===== src/rtl/core/thd_pkg.sv =====
// Shared types and constants of the harmonic THD calculation unit.
`default_nettype none

package thd_pkg;

    localparam int MAG_W      = 15;
    localparam int PCT_W      = 7;
    localparam int THD_W      = 32;
    localparam int PCT_SCALE  = 100;
    localparam int FULL_SCALE = 32767;
    localparam int Q_DEPTH    = 4;
    localparam int Q_PTR_W    = 2;

    typedef enum logic [1:0] {
        KIND_SKIP,
        KIND_FUND,
        KIND_HARM,
        KIND_LAST
    } thd_kind_t;

    typedef struct packed {
        logic [MAG_W-1:0] mag;
        logic [PCT_W-1:0] pct;
        thd_kind_t        kind;
    } thd_item_t;

    typedef struct packed {
        logic full;
        logic empty;
    } thd_q_stat_t;

    typedef enum logic [2:0] {
        ST_IDLE,
        ST_SQRT,
        ST_MUL,
        ST_DIV,
        ST_FIN
    } thd_state_t;

endpackage

`default_nettype wire


===== src/rtl/core/harmonic_thd_calc_unit.sv =====
// Top level of the harmonic THD calculation unit.
// An ordinary bin word passes through the queue and then the result register.
// The last bin also runs an iterative root and divide: 2-bit root, 1-bit divide.
// Throughput: one word per cycle through a 4-word queue when nothing stalls, but the back end stops popping
// from a last bin until its frame result is out, and while a result word is stalled.
// Reset (rst_n low, asynchronous): frame position, fundamental and sum cleared, queue empty.
`default_nettype none

module harmonic_thd_calc_unit
    import thd_pkg::*;
#(
    parameter int NUM_POINTS = 64
) (
    input  wire logic             clk,
    input  wire logic             rst_n,
    // bin word channel
    input  wire logic             bin_valid,
    output logic                  bin_stall,
    input  wire logic [MAG_W-1:0] bin_magnitude,
    // result word channel
    output logic                  res_valid,
    input  wire logic             res_stall,
    output logic [PCT_W-1:0]      bin_percent,
    output logic                  frame_done,
    output logic [THD_W-1:0]      thd_percent_q8
);

    // Front end tags each bin (skip, fundamental, harmonic, last) and
    // scales it to percent; the back end does everything that needs
    // frame state, so a long root/divide never blocks the input side
    // until the queue fills.
    thd_item_t   push_item;
    thd_item_t   pop_item;
    thd_q_stat_t q_stat;
    logic        push;
    logic        pop;

    thd_front #(
        .NUM_POINTS (NUM_POINTS)
    ) u_front (
        .clk           (clk),
        .rst_n         (rst_n),
        .bin_valid     (bin_valid),
        .bin_stall     (bin_stall),
        .bin_magnitude (bin_magnitude),
        .q_stat        (q_stat),
        .push          (push),
        .item          (push_item)
    );

    thd_queue u_queue (
        .clk     (clk),
        .rst_n   (rst_n),
        .push    (push),
        .wr_item (push_item),
        .pop     (pop),
        .rd_item (pop_item),
        .q_stat  (q_stat)
    );

    // Back end: sum of squares, then sqrt(sum << 16) * 100 / fundamental
    // on the last bin, saturated to 32 bits.
    thd_back #(
        .NUM_POINTS (NUM_POINTS)
    ) u_back (
        .clk            (clk),
        .rst_n          (rst_n),
        .item           (pop_item),
        .q_stat         (q_stat),
        .pop            (pop),
        .res_valid      (res_valid),
        .res_stall      (res_stall),
        .bin_percent    (bin_percent),
        .frame_done     (frame_done),
        .thd_percent_q8 (thd_percent_q8)
    );

endmodule

`default_nettype wire


===== src/rtl/core/thd_front.sv =====
// Front end: takes bin words, scales to percent, tags each bin by its frame position.
`default_nettype none

module thd_front
    import thd_pkg::*;
#(
    parameter int NUM_POINTS = 64
) (
    input  wire logic             clk,
    input  wire logic             rst_n,
    input  wire logic             bin_valid,
    output logic                  bin_stall,
    input  wire logic [MAG_W-1:0] bin_magnitude,
    input  wire thd_q_stat_t      q_stat,
    output logic                  push,
    output thd_item_t             item
);

    localparam int IDX_W = $clog2(NUM_POINTS);

    logic [IDX_W-1:0]     idx_reg;
    logic [IDX_W-1:0]     idx_next;
    logic [MAG_W+PCT_W-1:0] scaled;
    logic [PCT_W-1:0]     q0;
    logic [MAG_W:0]       rem;
    logic                 last;

    assign bin_stall = q_stat.full;
    assign push      = bin_valid && !q_stat.full;
    assign last      = (idx_reg == IDX_W'(NUM_POINTS - 1));

    // x/32767: x>>15 is at most one short, the remainder tells which
    always_comb
    begin
        scaled = (MAG_W+PCT_W)'(bin_magnitude) * (MAG_W+PCT_W)'(PCT_SCALE);
        q0     = scaled[MAG_W+PCT_W-1:MAG_W];
        rem    = {1'b0, scaled[MAG_W-1:0]} + (MAG_W+1)'(q0);
        item.mag = bin_magnitude;
        item.pct = (rem >= (MAG_W+1)'(FULL_SCALE)) ? q0 + 1'b1 : q0;
        priority if (last)
        begin
            item.kind = KIND_LAST;
        end
        else if (idx_reg == IDX_W'(1))
        begin
            item.kind = KIND_FUND;
        end
        else if (idx_reg == '0)
        begin
            item.kind = KIND_SKIP;
        end
        else
        begin
            item.kind = KIND_HARM;
        end
    end

    always_comb
    begin
        idx_next = idx_reg;
        if (push)
        begin
            idx_next = last ? '0 : idx_reg + 1'b1;
        end
    end

    always_ff @(posedge clk or negedge rst_n)
    begin
        if (!rst_n)
        begin
            idx_reg <= '0;
        end
        else
        begin
            idx_reg <= idx_next;
        end
    end

endmodule

`default_nettype wire


===== src/rtl/core/thd_queue.sv =====
// Small word queue between front end and back end.
`default_nettype none

module thd_queue
    import thd_pkg::*;
(
    input  wire logic      clk,
    input  wire logic      rst_n,
    input  wire logic      push,
    input  wire thd_item_t wr_item,
    input  wire logic      pop,
    output thd_item_t      rd_item,
    output thd_q_stat_t    q_stat
);

    thd_item_t             mem [Q_DEPTH];
    logic [Q_PTR_W-1:0]    wr_ptr_reg;
    logic [Q_PTR_W-1:0]    wr_ptr_next;
    logic [Q_PTR_W-1:0]    rd_ptr_reg;
    logic [Q_PTR_W-1:0]    rd_ptr_next;
    logic [Q_PTR_W:0]      count_reg;
    logic [Q_PTR_W:0]      count_next;

    assign q_stat.full  = (count_reg == (Q_PTR_W+1)'(Q_DEPTH));
    assign q_stat.empty = (count_reg == '0);
    assign rd_item      = mem[rd_ptr_reg];

    always_comb
    begin
        wr_ptr_next = push ? wr_ptr_reg + 1'b1 : wr_ptr_reg;
        rd_ptr_next = pop ? rd_ptr_reg + 1'b1 : rd_ptr_reg;
        count_next  = count_reg;
        unique case ({push, pop})
            2'b10:   count_next = count_reg + 1'b1;
            2'b01:   count_next = count_reg - 1'b1;
            default: count_next = count_reg;
        endcase
    end

    always_ff @(posedge clk)
    begin
        if (push)
        begin
            mem[wr_ptr_reg] <= wr_item;
        end
    end

    always_ff @(posedge clk or negedge rst_n)
    begin
        if (!rst_n)
        begin
            wr_ptr_reg <= '0;
            rd_ptr_reg <= '0;
            count_reg  <= '0;
        end
        else
        begin
            wr_ptr_reg <= wr_ptr_next;
            rd_ptr_reg <= rd_ptr_next;
            count_reg  <= count_next;
        end
    end

endmodule

`default_nettype wire


===== src/rtl/core/thd_back.sv =====
// Back end: harmonic accumulation, iterative root and divide, result register.
`default_nettype none

module thd_back
    import thd_pkg::*;
#(
    parameter int NUM_POINTS = 64
) (
    input  wire logic             clk,
    input  wire logic             rst_n,
    input  wire thd_item_t        item,
    input  wire thd_q_stat_t      q_stat,
    output logic                  pop,
    output logic                  res_valid,
    input  wire logic             res_stall,
    output logic [PCT_W-1:0]      bin_percent,
    output logic                  frame_done,
    output logic [THD_W-1:0]      thd_percent_q8
);

    localparam int SUM_W  = 2 * MAG_W + $clog2(NUM_POINTS);
    localparam int RAD_W  = SUM_W + 16 + (SUM_W % 2);
    localparam int ROOT_W = RAD_W / 2;
    localparam int REM_W  = ROOT_W + 3;
    localparam int N_W    = ROOT_W + 7;
    localparam int CNT_W  = $clog2(N_W);

    thd_state_t          state_reg, state_next;
    logic [MAG_W-1:0]    fund_reg, fund_next;
    logic [SUM_W-1:0]    sum_reg, sum_next;
    logic [RAD_W-1:0]    rad_reg, rad_next;
    logic [REM_W-1:0]    rem_reg, rem_next;
    logic [ROOT_W-1:0]   root_reg, root_next;
    logic [N_W-1:0]      num_reg, num_next;
    logic [MAG_W-1:0]    drem_reg, drem_next;
    logic [MAG_W-1:0]    div_reg, div_next;
    logic [CNT_W-1:0]    step_reg, step_next;
    logic [PCT_W-1:0]    hold_reg, hold_next;
    logic                out_valid_reg, out_valid_next;
    logic [PCT_W-1:0]    out_pct_reg, out_pct_next;
    logic                out_done_reg, out_done_next;
    logic [THD_W-1:0]    out_thd_reg, out_thd_next;

    logic                out_free;
    logic [2*MAG_W-1:0]  sq;
    logic [SUM_W-1:0]    sum_add;
    logic [REM_W-1:0]    rem_sh;
    logic [REM_W-1:0]    trial;
    logic [MAG_W:0]      dtry;
    logic                dge;
    logic [63:0]         quot;

    assign out_free       = !out_valid_reg || !res_stall;
    assign pop            = (state_reg == ST_IDLE) && !q_stat.empty && out_free;
    assign res_valid      = out_valid_reg;
    assign bin_percent    = out_pct_reg;
    assign frame_done     = out_done_reg;
    assign thd_percent_q8 = out_thd_reg;

    assign sq      = (2*MAG_W)'(item.mag) * (2*MAG_W)'(item.mag);
    assign sum_add = sum_reg + SUM_W'(sq);
    assign rem_sh  = {rem_reg[REM_W-3:0], rad_reg[RAD_W-1 -: 2]};
    assign trial   = REM_W'({root_reg, 2'b01});
    assign dtry    = {drem_reg, num_reg[N_W-1]};
    assign dge     = (dtry >= {1'b0, div_reg});
    assign quot    = 64'(num_reg);

    // next state
    always_comb
    begin
        state_next = state_reg;
        unique case (state_reg)
            ST_IDLE:
            begin
                if (pop && (item.kind == KIND_LAST))
                begin
                    state_next = ST_SQRT;
                end
            end
            ST_SQRT:
            begin
                if (step_reg == CNT_W'(ROOT_W - 1))
                begin
                    state_next = ST_MUL;
                end
            end
            ST_MUL:
            begin
                state_next = ST_DIV;
            end
            ST_DIV:
            begin
                if (step_reg == CNT_W'(N_W - 1))
                begin
                    state_next = ST_FIN;
                end
            end
            ST_FIN:
            begin
                if (out_free)
                begin
                    state_next = ST_IDLE;
                end
            end
            default:
            begin
                state_next = ST_IDLE;
            end
        endcase
    end

    // datapath and result register
    always_comb
    begin
        fund_next      = fund_reg;
        sum_next       = sum_reg;
        rad_next       = rad_reg;
        rem_next       = rem_reg;
        root_next      = root_reg;
        num_next       = num_reg;
        drem_next      = drem_reg;
        div_next       = div_reg;
        step_next      = step_reg;
        hold_next      = hold_reg;
        out_valid_next = out_valid_reg && res_stall;
        out_pct_next   = out_pct_reg;
        out_done_next  = out_done_reg;
        out_thd_next   = out_thd_reg;
        unique case (state_reg)
            ST_IDLE:
            begin
                if (pop)
                begin
                    out_pct_next  = item.pct;
                    out_done_next = 1'b0;
                    out_thd_next  = '0;
                    unique case (item.kind)
                        KIND_SKIP:
                        begin
                            out_valid_next = 1'b1;
                        end
                        KIND_FUND:
                        begin
                            fund_next      = item.mag;
                            out_valid_next = 1'b1;
                        end
                        KIND_HARM:
                        begin
                            sum_next       = sum_add;
                            out_valid_next = 1'b1;
                        end
                        KIND_LAST:
                        begin
                            rad_next  = RAD_W'(sum_add) << 16;
                            rem_next  = '0;
                            root_next = '0;
                            step_next = '0;
                            div_next  = fund_reg;
                            hold_next = item.pct;
                            fund_next = '0;
                            sum_next  = '0;
                        end
                        default:
                        begin
                            out_valid_next = 1'b1;
                        end
                    endcase
                end
            end
            ST_SQRT:
            begin
                // two radicand bits per step
                rad_next  = rad_reg << 2;
                step_next = step_reg + 1'b1;
                if (rem_sh >= trial)
                begin
                    rem_next  = rem_sh - trial;
                    root_next = {root_reg[ROOT_W-2:0], 1'b1};
                end
                else
                begin
                    rem_next  = rem_sh;
                    root_next = {root_reg[ROOT_W-2:0], 1'b0};
                end
            end
            ST_MUL:
            begin
                num_next  = N_W'(root_reg) * N_W'(PCT_SCALE);
                drem_next = '0;
                step_next = '0;
            end
            ST_DIV:
            begin
                // restoring divide, quotient bits shift in behind the dividend
                step_next = step_reg + 1'b1;
                num_next  = {num_reg[N_W-2:0], dge};
                drem_next = dge ? MAG_W'(dtry - {1'b0, div_reg}) : dtry[MAG_W-1:0];
            end
            ST_FIN:
            begin
                if (out_free)
                begin
                    out_valid_next = 1'b1;
                    out_pct_next   = hold_reg;
                    out_done_next  = 1'b1;
                    priority if (div_reg == '0)
                    begin
                        out_thd_next = '0;
                    end
                    else if (|quot[63:THD_W])
                    begin
                        out_thd_next = '1;
                    end
                    else
                    begin
                        out_thd_next = quot[THD_W-1:0];
                    end
                end
            end
            default:
            begin
                out_valid_next = out_valid_reg && res_stall;
            end
        endcase
    end

    always_ff @(posedge clk or negedge rst_n)
    begin
        if (!rst_n)
        begin
            state_reg     <= ST_IDLE;
            fund_reg      <= '0;
            sum_reg       <= '0;
            step_reg      <= '0;
            out_valid_reg <= 1'b0;
        end
        else
        begin
            state_reg     <= state_next;
            fund_reg      <= fund_next;
            sum_reg       <= sum_next;
            step_reg      <= step_next;
            out_valid_reg <= out_valid_next;
        end
    end

    always_ff @(posedge clk)
    begin
        rad_reg      <= rad_next;
        rem_reg      <= rem_next;
        root_reg     <= root_next;
        num_reg      <= num_next;
        drem_reg     <= drem_next;
        div_reg      <= div_next;
        hold_reg     <= hold_next;
        out_pct_reg  <= out_pct_next;
        out_done_reg <= out_done_next;
        out_thd_reg  <= out_thd_next;
    end

endmodule

`default_nettype wire


===== config.mk =====
export PLATFORM = sky130hd
export DESIGN_NAME = harmonic_thd_calc_unit
export DESIGN_NICKNAME = d
export VERILOG_FILES = /design/src/rtl/core/thd_pkg.sv /design/src/rtl/core/harmonic_thd_calc_unit.sv /design/src/rtl/core/thd_front.sv /design/src/rtl/core/thd_queue.sv /design/src/rtl/core/thd_back.sv
export SDC_FILE = /design/constraint.sdc
export NUM_CORES = 1
export LEC_CHECK = 0
export BUFFER_PORTS_ARGS = -buffer_cell sky130_fd_sc_hd__buf_2
export CORE_MARGIN = 8
export CORE_UTILIZATION = 30
export DETAILED_ROUTE_END_ITERATION = 10
export GPL_TIMING_DRIVEN = 0
export PLACE_DENSITY_LB_ADDON = 0.12
export SLEW_MARGIN = 20
export SYNTH_ARGS = -nofsm -noshare
export SYNTH_HDL_FRONTEND = slang
export SYNTH_SLANG_ARGS = --single-unit

===== constraint.sdc =====
create_clock -name clk -period 7.79 [get_ports clk]
set_input_delay 1.558 -clock clk [delete_from_list [all_inputs] [get_ports clk]]
set_output_delay 1.558 -clock clk [all_outputs]
set_load 0.1 [all_outputs]

==> impl_metrics.yaml <==
cells_and_area:
  largest_reg_flops: 96
  final_common_cell: "inv_1"
  fin_nets: 3453
  antennaDiodeCount: 0
  syn_to_final_growth_pct: 15.46
  mostFrequentLayoutCells: "inv_1 (508), edfxtp_1 (295), ha_1 (283)"
  layoutNonFillerInstCount: 4250
  drive_above_1_share_pct: 10.85
timing:
  max_freq_ghz: 0.1341
  drv_slew: 0
  period_share_pct: 95.72
  finalHoldViolCount: 0
  slew_headroom_pct: 41.73
  fin_ws_ps: 333.8
  fin_skew_ps: 14.39
  post-route-min-period_ps: 7456
  tightest_slew_ps: 870.9
  report.final.setup_viol: 0
yosys:
  yosys-top-cells-area: "edfxtp_1 (31%), fa_1 (14%), ha_1 (12%)"
  async_flop_share_pct: 20.05
  synth.avg_cell_area_um2: 10.25
  synth_warnings: 0
  yosys_register_bits: 369
  synth_cells: 2805
  syn_nets: 3312
  yosys.area.top_type_share_pct: 30.82
  synth_largest_area_cell: "edfxtp_1"
  synthesis.area_um2: 28740
  yosysSeqAreaShare_pct: 37.26
  ys_types: 85
  synth_edf_count: 295
  synthFlopType: "edfxtp_1"
clock_network:
  clock-sinks: 369
  tritoncts: "built"
  htree_levels: 2
  holdBufCountCts: 0
  clock_latency_ps: 590
  clock_path_buffers: 3
  path_clk_slew_ps: 60
  cts_made_buffers: 47
  clock-root-buffer: "clkbuf_16"
placement:
  place_congestion: 0.7972
  pre_cts_ws_ps: -1895
  dp.cells: 4143
  io_buffers: 60
  hpwl_um: 57630
global_routing:
  antenna_found_initial: 0
  grt_use_total_pct: 13.77
  overflow: 0
  grt_pass1_wl_um: 117500
  grt_max_degree: 50
  grt_pass1_vias: 21050
die:
  dieWidth_um: 325.5
  die_area_um2: 106000
  die_h_um: 325.5
  core_area_um2: 95010
  rows: 113
  pin_count: 61
  start_util_pct: 30.25
drt:
  drtIter0Drc: 993
  first_pass_iters: 5
  post_drt_wl_per_cell_um: 17.40
  routed_wl_um: 73960
  routed-wl-met2_um: 34950
  viasPerCell: 4.703
  route.vias.total: 19990
  ant_nets: 0
  dr.max_layer_used: "met4"
  met1_length_um: 35070
  wl_met3_um: 2207
  drc: 0
setup_path:
  critPathMaxFanout: 10
  start_kind: "register"
  crit_type: "reg2reg"
  required_ps: 8310
  worstPathArrival_ps: 7980
  crit_path_end_kind: "register"
worst_hold_path:
  hp-class: "reg2reg"
run:
  drv_cap: 0
run_status:
  status: "complete, no violations"
==> routing by layer <==
metal | vias up | global-route usage [%]
li1 | 9731 | -
met1 | 9896 | 18.62
met2 | 276 | 23.19
met3 | 83 | 1.690
met4 | 0 | 3.835
met5 | - | 0
==> through the flow <==
stage | hold WS [ps] | utilization, % | setup TNS, ps | cell area (um^2)
finish | 456.7 | 34.93 | 0 | 33190
CTS | 457.1 | 34.60 | 0 | 32880
detailed placement | 443.7 | 32.59 | -62390 | 30970
global placement | 437.4 | 32.24 | -85530 | 30630
global route | 469.5 | 34.93 | -51.91 | 33190
floorplan | 424.8 | - | 0 | 28750
==> worst max-delay path: stages (launching register included) <==
cell and delay [ps]:
dfrtp_2 430, buf_8 160, buf_6 170, mux4_2 400, buf_2 350, nand2_1 180, fa_1 570, inv_1 50
fa_1 460, fa_1 510, fa_1 530, fa_1 540, inv_1 50, fa_1 530, inv_1 50, ha_2 350
nand2_1 100, a211oi_2 280, o211ai_1 180, a31oi_2 270, a41oi_2 230, o21ai_4 280, a31oi_4 120, or4_1 480
nand3_1 90
==> synth_stat cells (all sizes together), types with 39 or more instances <==
library cell / instances
a21o: 42
a21oi: 109
clkbuf: 60
dfrtp: 74
edfxtp: 295
fa: 201
ha: 287
inv: 513
mux2i: 41
nand2: 263
nand3: 39
nor2: 244
o21ai: 113
xnor2: 68
xor2: 45
==> final timing paths <==
| path | start | to | slack [ps] | cells past startpoint |
|---|---|---|---|---|
| worst min-delay path | u_back.fund_reg[14] | u_back.div_reg[14] | 460 | 0 |
| worst max register to register | u_queue.rd_ptr_reg[1] | u_back.sum_reg[32] | 330 | 24 |
| min in group asynchronous | rst_n | u_back.sum_reg[25] | 940 | 1 |
| max in group asynchronous | rst_n | u_queue.rd_ptr_reg[1] | 6200 | 2 |
| worst max-delay path | u_queue.rd_ptr_reg[1] | u_back.sum_reg[32] | 330 | 24 |
| worst min register to register | u_back.fund_reg[14] | u_back.div_reg[14] | 460 | 0 |
==> cell families after synthesis <==
logic type                 share of synthesized area (%)
buffers and inverters                              7.831
muxes                                              3.348
AOI/OAI and AO/OA                                  10.94
DFF                                                37.26
and+or+nand+nor                                    10.69
xor gates and xnor gates                           3.443
adders and majority gates                          26.49
==> cell type report <==
cell class	instances	area [um^2]
multi-input combinational	1844	16120
fill	9688	61830
clock inverter	31	380.4
timing repair buffer	96	758.2
clock buffer	57	1266
inverter	519	1982
sequential	369	10710
tap	1265	1583
buffer	69	381.6
==> what timing repair did <==
| action | CTS | global route |
|---|---|---|
| gates resized for setup | 62 | 54 |
| pin swaps | 7 | 8 |
| buffers inserted | 11 | 12 |
| setup endpoints to repair | 55 | 32 |
Power is left out: the tool's default activity adds up to more than one toggle a clock period on the data nets, which glitch-free logic cannot reach.
